===== config.mk =====
export PLATFORM = sky130hd
export DESIGN_NAME = chs_mod
export DESIGN_NICKNAME = d
export VERILOG_FILES = /design/src/hw/rtl/chs_pkg.sv /design/src/hw/rtl/chs_mod.sv
export SDC_FILE = /design/constraint.sdc
export NUM_CORES = 1
export LEC_CHECK = 0
export ABC_AREA = 1
export BUFFER_PORTS_ARGS = -buffer_cell sky130_fd_sc_hd__buf_4
export CELL_PAD_IN_SITES_DETAIL_PLACEMENT = 2
export CELL_PAD_IN_SITES_GLOBAL_PLACEMENT = 2
export CORE_MARGIN = 2
export CORE_UTILIZATION = 29
export DETAILED_ROUTE_END_ITERATION = 10
export PLACE_DENSITY = 0.77
export SLEW_MARGIN = 40
export SYNTH_ARGS = -nofsm -noshare
export SYNTH_HDL_FRONTEND = slang
export SYNTH_SLANG_ARGS = --single-unit

===== constraint.sdc =====
create_clock -name i_clk -period 1.8 [get_ports i_clk]
set_clock_uncertainty 0.2 [all_clocks]
set_input_delay 0.09 -clock i_clk [delete_from_list [all_inputs] [get_ports i_clk]]
set_output_delay 0.09 -clock i_clk [all_outputs]
set_load 0.1 [all_outputs]

===== src/hw/rtl/chs_pkg.sv =====
package chs_pkg;

    localparam int MAX_BUCKETS = 256;
    localparam int POOL_NODES  = 1024;
    localparam int KEY_BITS    = 32;

    localparam int BKT_W  = $clog2(MAX_BUCKETS);     // bucket index
    localparam int CNT_W  = 9;                       // bucket_count register
    localparam int NODE_W = $clog2(POOL_NODES);      // node index
    localparam int LINK_W = NODE_W + 1;              // node index or empty marker

    localparam logic [LINK_W-1:0] NIL_LINK = LINK_W'(POOL_NODES);

    typedef enum logic [1:0] {
        K_LOOKUP = 2'd0,
        K_INSERT = 2'd1,
        K_REMOVE = 2'd2,
        K_NONE   = 2'd3
    } t_kind;

    typedef enum logic [3:0] {
        S_IDLE,
        S_MOD,
        S_HREAD,
        S_HWAIT,
        S_NODE,
        S_MISS,
        S_HIT,
        S_ALLOC,
        S_FREE,
        S_DONE
    } t_state;

    typedef struct packed {
        logic [1:0]          kind;
        logic [KEY_BITS-1:0] key;
    } t_in_word;

    typedef struct packed {
        logic ok;
        logic pool_full;
    } t_out_word;

endpackage


===== src/hw/rtl/chs_mod.sv =====
// Key modulo bucket count, restoring remainder, one key bit per cycle.
module chs_mod
    import chs_pkg::*;
(
    input  logic                i_clk,
    input  logic                i_rst_n,
    input  logic                i_start,
    input  logic [KEY_BITS-1:0] i_key,
    input  logic [CNT_W-1:0]    i_div,
    output logic                o_done,
    output logic [BKT_W-1:0]    o_rem
);

    localparam int STEP_W = $clog2(KEY_BITS + 1);

    logic [KEY_BITS-1:0] r_q,    n_q;
    logic [CNT_W-1:0]    r_rem,  n_rem;
    logic [STEP_W-1:0]   r_step, n_step;
    logic                r_busy, n_busy;
    logic                r_done, n_done;
    logic [CNT_W:0]      shifted;

    // one remainder step
    always_comb begin
        shifted = {r_rem, r_q[KEY_BITS-1]};
        n_q     = r_q;
        n_rem   = r_rem;
        n_step  = r_step;
        n_busy  = r_busy;
        n_done  = 1'b0;
        if (i_start) begin
            n_q    = i_key;
            n_rem  = '0;
            n_step = '0;
            n_busy = 1'b1;
        end else if (r_busy) begin
            if (shifted >= {1'b0, i_div}) begin
                shifted = shifted - {1'b0, i_div};
            end
            n_rem  = shifted[CNT_W-1:0];
            n_q    = {r_q[KEY_BITS-2:0], 1'b0};
            n_step = r_step + 1'b1;
            if (r_step == STEP_W'(KEY_BITS - 1)) begin
                n_busy = 1'b0;
                n_done = 1'b1;
            end
        end
    end

    always_ff @(posedge i_clk) begin
        r_q    <= n_q;
        r_rem  <= n_rem;
        r_step <= n_step;
        if (!i_rst_n) begin
            r_busy <= 1'b0;
            r_done <= 1'b0;
        end else begin
            r_busy <= n_busy;
            r_done <= n_done;
        end
    end

    assign o_done = r_done;
    assign o_rem  = r_rem[BKT_W-1:0];

endmodule


Word level (Yosys, flattened, before mapping):

Cells that the tools add are included.

* logic and storage cells: 20
* input port bits: 44
* flip-flop bits (word level): 49
* output and inout bits: 9

* add/sub/neg operators: 2
* reductions and logical operators: 2
* bitwise gates (word level): 2
* magnitude comparators: 1
* mux-type cells: 7
* eq/ne operators: 1

Operators by type and width (number)
* 2-to-1 mux 32 bit: 2
* >= comparator 10 x 9 -> 1 bit: 1
* 2-to-1 mux 9 bit: 1
* subtractor 9 bit: 1
* adder 6 x 1 -> 6 bit, second input constant: 1
* == test 6 x 5 -> 1 bit, second input constant: 1
* 2-to-1 mux 1 bit: 4
* OR reduction 3 bit: 1
* inverter 1 bit: 2
* nonzero test 2 bit: 1

Longest topological paths before layout:

Gate-level depths: netlist of the first run.

* word-level depth: 4
* mapped depth: 13
* depth with buffers taken out: 13

Least setup slack after synthesis of the first run:

OpenSTA, ideal clock, no wires.

* kind: flip-flop to flip-flop
* start point: register r_q[31]
* end point: register r_rem[5]
* setup time: 0.059 ns
* data arrival time: 1.611 ns
* path buffers: 0
* data required time: 1.541 ns
* path slack: -0.070 ns
* period minus slack after synthesis: 1.870 ns
* stages on the path, launching flop included: 14
* cells stage by stage: edfxtp_1 -> inv_1 -> ha_1 -> inv_1 -> fa_1 -> nand2_1 -> nand2_2 -> nand3_2 -> nand2_2 -> nand2_4 -> nand2_4 -> nand2_1 -> nand3_1 -> nand2_1

* longest elaborated chain between the ends: 2
* elaborated cells between the ends (all ways): 3
* those cells by class: add/sub: 1; order compare: 1; mux: 1

Ends and longest elaborated chain
* from (decl): line chs_mod.sv:16 `logic [KEY_BITS-1:0] r_q, n_q;`
* from (signal assigned): line chs_mod.sv:51 `r_q <= n_q;`
* subtractor 9 bit / >= comparator 10 x 9 -> 1 bit (equally long branches): line chs_mod.sv:38, chs_mod.sv:37
* 2-to-1 mux 9 bit (*): line chs_mod.sv:37 `if (shifted >= {1'b0, i_div}) begin`
* to (signal assigned): line chs_mod.sv:52 `r_rem <= n_rem;`
* to (decl): line chs_mod.sv:17 `logic [CNT_W-1:0] r_rem, n_rem;`

Mark *: on every way between the ends. The rest lies on a longest branch, timed or not.
A chain may end at the register's enable or synchronous reset.

Final worst setup path of the first run:

* start point: register r_q[31]
* end point: register r_rem[8]

Same word-level chain as after synthesis.

==> PnR_summary.wiki, run 1 <==
{| class="wikitable"
! Metric !! Value
|-
| Remaining design rule violation count || 0
|-
| Remaining number of nets flagged by the antenna check after routing || 0
|-
| Ratio of cells with drive above 1 in the final layout || between 20 and 25%
|-
| Max Slew Vio Count || 0
|-
| DP Area || about 0.0033 mm^2
|-
| Final setup viols || 9
|-
| Vertical die dimension || ~100 um
|-
| Post-DP HPWL || just under 6 mm
|-
| Sinks on the clock net || 49
|-
| Wire length of the first global-routing pass || 13.6 mm
|-
| Hold_sp || i_div[0]
|-
| Via Count || ~2.5k
|-
| Count of distinct cell types in the synthesized netlist || 30
|-
| RSZ-0062 raised after global routing || yes
|-
| CTS tree || yes
|-
| Largest net degree at the start of global routing || 37
|-
| Final routed wire length divided by cell count || approximately 15 um
|-
| Source-to-sink clock delay at the later pin of the worst-skew pair || about 0.30 ns
|-
| Final Total Pwr || between 2000 and 3000 uW
|-
| Status || finished with violations
|-
| Filler Cells Inserted || between 900 and 1k
|-
| Starting Density || 30.2%
|-
| Synthesized area per cell || between 8 and 9 um^2
|-
| Launch point of the worst path || r_q[31]
|-
| Total length of routed wires || approximately 8 mm
|-
| Type of the worst setup path || register to register
|-
| Shortest clock period the worst path allows after layout || around 2.0 ns
|-
| Maximum vdd ir drop || about 0.4 mV
|-
| Max FO, Critical Path || 6
|-
| Detailed Routing Iterations Pass 1 || 4
|-
| Arrival time of data at the critical path endpoint || approximately 2.0 ns
|-
| Htree depth || 2
|-
| Hold depth || 5
|-
| Number of I/O port buffers || 52
|-
| Maximum buffer depth of the clock tree || 2
|-
| Number of global-route vias before repair || between 2k and 3k
|-
| Post-Synthesis Net Count || about 380
|-
| Measured slew at the worst slew-check pin || between 0.3 and 0.4 ns
|-
| Count of synthesis-stage warnings from yosys || 0
|-
| Routed via count divided by cell count || 4.59
|-
| Overall Global Routing Usage || 17.4%
|-
| Initial DRC count || 71
|-
| Endpoint type of the worst setup path || register
|-
| Synthesized instance count || approximately 330
|-
| Die area || ~0.010 mm^2
|-
| Initial antenna violation count || 0
|-
| Violations in the final reports || setup timing
|-
| Commonest non-fill, non-tap cells in the layout || nand2_1 (154), buf_4 (72), dlygate4sd3_1 (35)
|-
| #FFs+latches synth || 49
|-
| Required time worst endpoint || 1.80 ns
|-
| Leakage power || approximately 0.0019 uW
|-
| Placement row count || 34
|-
| Pre-CTS setup slack || -0.244 ns
|-
| Nature of the critical path startpoint || register
|-
| Final Net Count || between 400 and 500
|-
| Post-synthesis to final-layout area growth || 43.7%
|-
| Number of cells on the worst reg-to-reg path || 12
|-
| Max-cap check violation count || 0
|-
| Clock transition at the registers of the reported paths || 0.09 ns
|-
| RR Endpoint || r_rem[8]
|-
| Timing-limited maximum frequency || just over 500 MHz
|-
| Combined area of all synthesized cells || around 0.0027 mm^2
|-
| Sequential share of the synthesized area || 48.9%
|-
| Final weighted congestion of routability-driven global placement || ~0.8
|-
| Ports placed on the boundary || between 50 and 60
|-
| Final-layout setup total negative slack || -1.24 ns
|-
| Worst R2R Start || r_q[31]
|-
| Leading cell type in the layout, fill and taps excluded || nand2_1
|-
| Leftover overflow at the end of global routing || 0
|-
| Hold path endpoint || r_rem[0]
|-
| Chip Width || ~100 um
|-
| Final worst setup slack || -0.159 ns
|-
| R2R setup slack || -0.16 ns
|-
| Hold violation total from the final report || 0
|-
| Cell Pwr Density || around 680 mW/mm^2
|-
| Placeable core region || about 0.0088 mm^2
|-
| Area of all placed cells without fillers || ~0.0038 mm^2
|-
| Post-route clock period utilization || 109%
|-
| Number of buffers created by CTS || 5
|-
| Class of the most critical hold timing path || input pin to register
|-
| Cell at the root of the clock tree || clkbuf_8
|-
| Relative slew margins || 73.6%
|-
| N_diodes || 0
|}
metal layers:
metal / wire length (um) / part of all wire [%] / global-route usage (%)
met5: 0 / 0 / 0
met4: 107 / 1.3 / 4.53
met3: 165 / 2.0 / 2.30
met2: 4480 / 54 / 33.6
met1: 3480 / 42 / 20.1
area by class of cell:
| class | count | area [um^2] | share of cell area (%) |
|---|---|---|---|
| clock buffer | 7 | 96.3 | 2.52 |
| clock inverter | 1 | 8.76 | 0.229 |
| inverter | 31 | 116 | 3.04 |
| multi-input combinational | 234 | 1240 | 32.3 |
| sequential | 49 | 1300 | 34.0 |
| tap | 108 | 135 | 3.53 |
| timing repair buffer | 109 | 931 | 24.3 |
kinds of logic (layout without fill, tap and decap cells):
logic type / count (synthesis) / in the layout / synth area share [%]
AO/OA/AOI/OAI: 11 / 11 / 2.54
XOR/XNOR: 5 / 5 / 1.64
adder cells (fa/ha/maj): 11 / 11 / 5.45
buffers and inverters: 47 / 148 / 7.99
flip-flops: 49 / 49 / 48.9
AND/OR/NAND/NOR: 205 / 207 / 33.5
through the flow:
stage | util (%) | hold WS [ns] | std cells
final | 43.4 | 0.0210 | 539
after global routing | 43.4 | 0.0515 | 539
after CTS | 43.0 | 0.0305 | 538
after detailed placement | 37.2 | 0.157 | 493
after global placement | 37.2 | 0.144 | 493
after floorplan | - | 0.0226 | 328
cell usage after synthesis, drive strengths merged:
cell | n | area share, %
nand3 | 18 | 3.6
nor3 | 2 | 0.75
ha | 10 | 4.7
clkbuf | 5 | 0.70
xor2 | 1 | 0.33
nor3b | 1 | 0.28
nand3b | 9 | 2.5
dfxtp | 17 | 13
nand2 | 161 | 24
nor4 | 1 | 0.24
buf | 11 | 2.9
edfxtp | 32 | 36
a21oi | 7 | 1.7
xnor2 | 4 | 1.3
o21ai | 3 | 0.56
a31oi | 1 | 0.24
nand4 | 1 | 0.24
or2 | 1 | 0.33
nor2 | 11 | 2.0
fa | 1 | 0.75
clkinv | 2 | 0.28
inv | 29 | 4.1
how the worst max path moves through the flow:
stage               endpoint  slack (ns)  cells past startpoint
global route        r_rem[2]       -0.28                     13
finish              r_rem[8]       -0.16                     12
detailed placement  r_rem[8]       -0.24                     13
floorplan           r_rem[5]       -0.02                     13
CTS                 r_rem[7]       -0.16                     12
global placement    r_rem[5]       -0.14                     13
registers in the layout (all words and copies together) (netlist names):
register  count
o_done        1
r_busy        1
r_q          32
r_rem         9
r_step        6
power breakdown:
group | leakage (uW) | internal, uW | total (uW) | switching, uW
combinational | 0.00136 | 251 | 540 | 289
clock | 0.0000549 | 355 | 724 | 369
sequential | 0.000467 | 1300 | 1340 | 36.4
worst max-delay path, stage by stage (launching register included):
cell and delay [ns]:
edfxtp_1 0.39, inv_2 0.09, ha_4 0.13, inv_2 0.04
fa_2 0.34, nand2_2 0.09, nand2_4 0.07, nand3_4 0.08
nand2_4 0.09, nand2_8 0.10, nand3b_1 0.08, nand3_1 0.10
nand2_1 0.06
timing repair:
item / 4_1_cts / 5_1_grt
hold endpoints to repair: 43 / 0
gates resized for setup: 8 / 6
pin swaps: 0 / 4
cloned: 2 / 0
setup endpoints to repair: 9 / 32
setup buffers: 0 / 1
hold buffers: 35 / 0
Power figures use the tool's default switching activity.
==> inputs of run 2 (changes only) <==
ABC_AREA = default   (was 1)
CORE_UTILIZATION = 32   (was 29)
PLACE_DENSITY = 0.75   (was 0.77)
==> PnR_summary.wiki, run 2 <==
{| class="wikitable"
! Metric !! Value
|-
| Clk pwr share || 28.6% (+0.8 points)
|-
| Placement row count || 32 (-5.9%)
|-
| Highest-utilization routing layer at the global route stage || met2
|-
| Max FO, Critical Path || 4 (-2)
|-
| Overall Global Routing Usage || 18.7% (+1.3 points)
|-
| Post-Synthesis Net Count || 263 (-31%)
|-
| Switching Fraction || 27.9% (+1.2 points)
|-
| Number of global-route vias before repair || 2383 (-15%)
|-
| Count of synthesis-stage warnings from yosys || 0 (unchanged)
|-
| Internal power || 2100 uW (+10%)
|-
| Routed via count divided by cell count || 4.82 (+4.9%)
|-
| Maximum buffer depth of the clock tree || 2 (unchanged)
|-
| N_diodes || 0 (unchanged)
|-
| Measured slew at the worst slew-check pin || 0.397 ns (+0.000391 ns)
|-
| Max Slew Vio Count || 0 (unchanged)
|-
| Largest net degree at the start of global routing || 31 (-16%)
|-
| Remaining design rule violation count || 0 (unchanged)
|-
| Sinks on the clock net || 49 (unchanged)
|-
| RSZ-0062 raised after global routing || yes
|-
| Timing-limited maximum frequency || 395 MHz (-23%)
|-
| Most area-hungry cell type in the Yosys netlist || edfxtp_1
|-
| Area of the multi-input gates || 0.00114 mm^2 (-7.9%)
|-
| Type of the worst setup path || register to register
|-
| Combined area of all synthesized cells || 0.00257 mm^2 (-3.5%)
|-
| Count of distinct cell types in the synthesized netlist || 45 (+50%)
|-
| Hold violation total from the final report || 0 (unchanged)
|-
| Number of synthesized flops with an enable pin || 32 (unchanged)
|-
| Clock transition at the registers of the reported paths || 0.10 ns (about the same)
|-
| CTS tree || yes
|-
| Net Sw Power || 816 uW (+17%)
|-
| Number of buffers created by CTS || 5 (unchanged)
|-
| Leftover overflow at the end of global routing || 0 (unchanged)
|-
| Non-filler instance count after layout || 426 (-21%)
|-
| Detailed Routing Iterations Pass 1 || 4 (unchanged)
|-
| #FFs+latches synth || 49 (unchanged)
|-
| Wire length of the first global-routing pass || 12.4 mm (-9.0%)
|-
| Post-DP HPWL || 5.02 mm (-13%)
|-
| Die area || 0.00876 mm^2 (-12%)
|-
| Filler Cells Inserted || 792 (-18%)
|-
| Chip Width || 93.6 um (-6.2%)
|-
| Required time worst endpoint || 1.78 ns (-0.02 ns)
|-
| Class of the most critical hold timing path || input pin to register
|-
| Cell Pwr Density || 772 mW/mm^2 (+14%)
|-
| Inst Count DP || 380 (-23%)
|-
| Remaining number of nets flagged by the antenna check after routing || 0 (unchanged)
|-
| Htree depth || 2 (unchanged)
|-
| Initial antenna violation count || 0 (unchanged)
|-
| Final-layout setup total negative slack || -6.05 ns (-4.81 ns)
|-
| Starting Density || 33.1% (+2.9 points)
|-
| Shortest clock period the worst path allows after layout || 2.53 ns (+0.576 ns)
|-
| Reg with most FFs || r_q
|-
| Final weighted congestion of routability-driven global placement || 0.761 (-3.7%)
|-
| Final setup viols || 9 (unchanged)
|-
| Most frequently used cell type in the post-synthesis netlist || edfxtp_1
|-
| Violations in the final reports || setup timing
|-
| Number of flip-flops under the largest register name || 32 (unchanged)
|-
| Leading cell type in the layout, fill and taps excluded || buf_4
|-
| Endpoint type of the worst setup path || register
|-
| Synth top cells by count || edfxtp_1 (32), mux2_2 (31), dfxtp_1 (17)
|-
| Number of I/O port buffers || 52 (unchanged)
|-
| Synthesized instance count || 208 (-37%)
|-
| Source-to-sink clock delay at the later pin of the worst-skew pair || 0.30 ns (about the same)
|-
| Post-synthesis to final-layout area growth || 47.2%
|-
| Post-synthesis async set-or-reset flop share || 0% (unchanged)
|-
| Nature of the critical path startpoint || register
|-
| Maximum vdd ir drop || 0.599 mV (+50%)
|-
| Relative slew margins || 73.5% (about the same)
|-
| Final Total Pwr || 2920 uW (+12%)
|-
| Met2 global-route usage || 36.0% (+2.4 points)
|-
| Most used DFF post-synth || edfxtp_1
|-
| Via Count || 2053 (-17%)
|-
| Largest registers || r_q: 32 flops, r_rem: 9 flops, r_step: 6 flops
|-
| Total length of routed wires || 7.66 mm (-6.9%)
|-
| Synthesized area per cell || 12.4 um^2 (+52%)
|-
| Global Route met3 Usage || 3.46% (+1.2 points)
|-
| Commonest non-fill, non-tap cells in the layout || buf_4 (88), dlygate4sd3_1 (33), edfxtp_1 (32)
|-
| Cell at the root of the clock tree || clkbuf_8
|-
| Final routed wire length divided by cell count || 18.0 um (+18%)
|-
| Post-synth top area share || 37.4% (+1.3 points)
|-
| Initial DRC count || 46 (-35%)
|-
| Met1 Track Usage GR || 21.1% (+1.1 points)
|-
| Post-route clock period utilization || 141% (+32 points)
|-
| Max-cap check violation count || 0 (unchanged)
|-
| Placeable core region || 0.00777 mm^2 (-12%)
|-
| Ports placed on the boundary || 53 (unchanged)
|-
| Ratio of cells with drive above 1 in the final layout || 44.8% (+20 points)
|-
| Comb power frac || 25.0% (+4.2 points)
|-
| Arrival time of data at the critical path endpoint || 2.51 ns (+0.55 ns)
|-
| Final Net Count || 378 (-22%)
|-
| Sequential share of power || 46.5% (-4.9 points)
|-
| Vertical die dimension || 93.6 um (-6.2%)
|-
| Status || finished with violations
|-
| Final worst setup slack || -0.734 ns (-0.576 ns)
|-
| Cells taking the most area after synthesis || edfxtp_1 (37%), mux2_2 (14%), dfxtp_1 (13%)
|-
| Sequential share of the synthesized area || 50.6% (+1.8 points)
|-
| Leakage power || 0.00163 uW (-13%)
|-
| Total area of sequential cells || 0.00130 mm^2 (unchanged)
|}
[run 2: per-stage QoR]
stage	hold WS [ns]	worst slack, ns	utilization, %	area [um^2]
after floorplan	0.0425	-0.680	-	2590
after global placement	0.157	-0.623	42.2	3280
after detailed placement	0.157	-0.735	42.2	3280
after CTS	0.150	-0.698	48.5	3770
after global routing	0.177	-0.861	48.7	3780
final	0.156	-0.734	48.7	3780
[run 2: cell type report]
cell class / count / area share [%]
timing repair buffer: 125 / 27.6
clock inverter: 3 / 1.26
clock buffer: 5 / 1.82
multi-input combinational: 129 / 30.1
tap: 102 / 3.37
sequential: 49 / 34.4
inverter: 13 / 1.39
[run 2: kinds of logic (layout without fill, tap and decap cells)]
logic type	Yosys count	in the layout	synth area share, %
and+or+nand+nor	39	39	7.74
xor gates and xnor gates	9	9	3.07
adders and majority gates	11	11	5.65
buffers and inverters	30	146	6.13
muxes	36	36	15.5
DFF	49	49	50.6
AOI/OAI and AO/OA	34	34	11.2
[run 2: routing by layer]
metal,vias to the layer above,share of wire (%),wire length (um)
met1,1006,39,3010
li1,987,-,-
met2,49,56,4270
met3,11,3.7,284
met5,-,0,0
met4,0,1.2,93
[run 2: final timing paths]
kind              cells after the start        end     start  slack (ns)
setup / recovery                     10   r_rem[2]   r_q[31]       -0.73
hold / removal                        3  r_step[4]   i_start        0.16
setup reg to reg                     10   r_rem[2]   r_q[31]       -0.73
hold reg to reg                       2   r_rem[8]  r_rem[8]        0.29
[run 2: power groups by stage]
stage	Combinational (uW)	Sequential (uW)	Clock, uW
3_5_place_dp	639	1380	0
2_1_floorplan	406	1360	0
3_3_place_gp	612	1370	0
4_1_cts	718	1350	858
6_report	729	1360	834
5_1_grt	788	1370	907
[run 2: what timing repair did]
item,CTS,global route
gates cloned,0,0
resized for setup,6,1
setup buffers,4,1
setup endpoints to repair,9,9
pin swaps,2,4
hold buffers,33,0
endpoints found under the hold margin,34,0
[run 2: critical path, cell delays in order, from the launching register on]
cell and delay, ns:
edfxtp_1 0.42, inv_1 0.08, ha_2 0.18, inv_2 0.04, fa_2 0.36, a211oi_4 0.28, o31ai_4 0.11, a211oi_4 0.28
buf_6 0.16, mux2i_1 0.21, o21ai_1 0.09
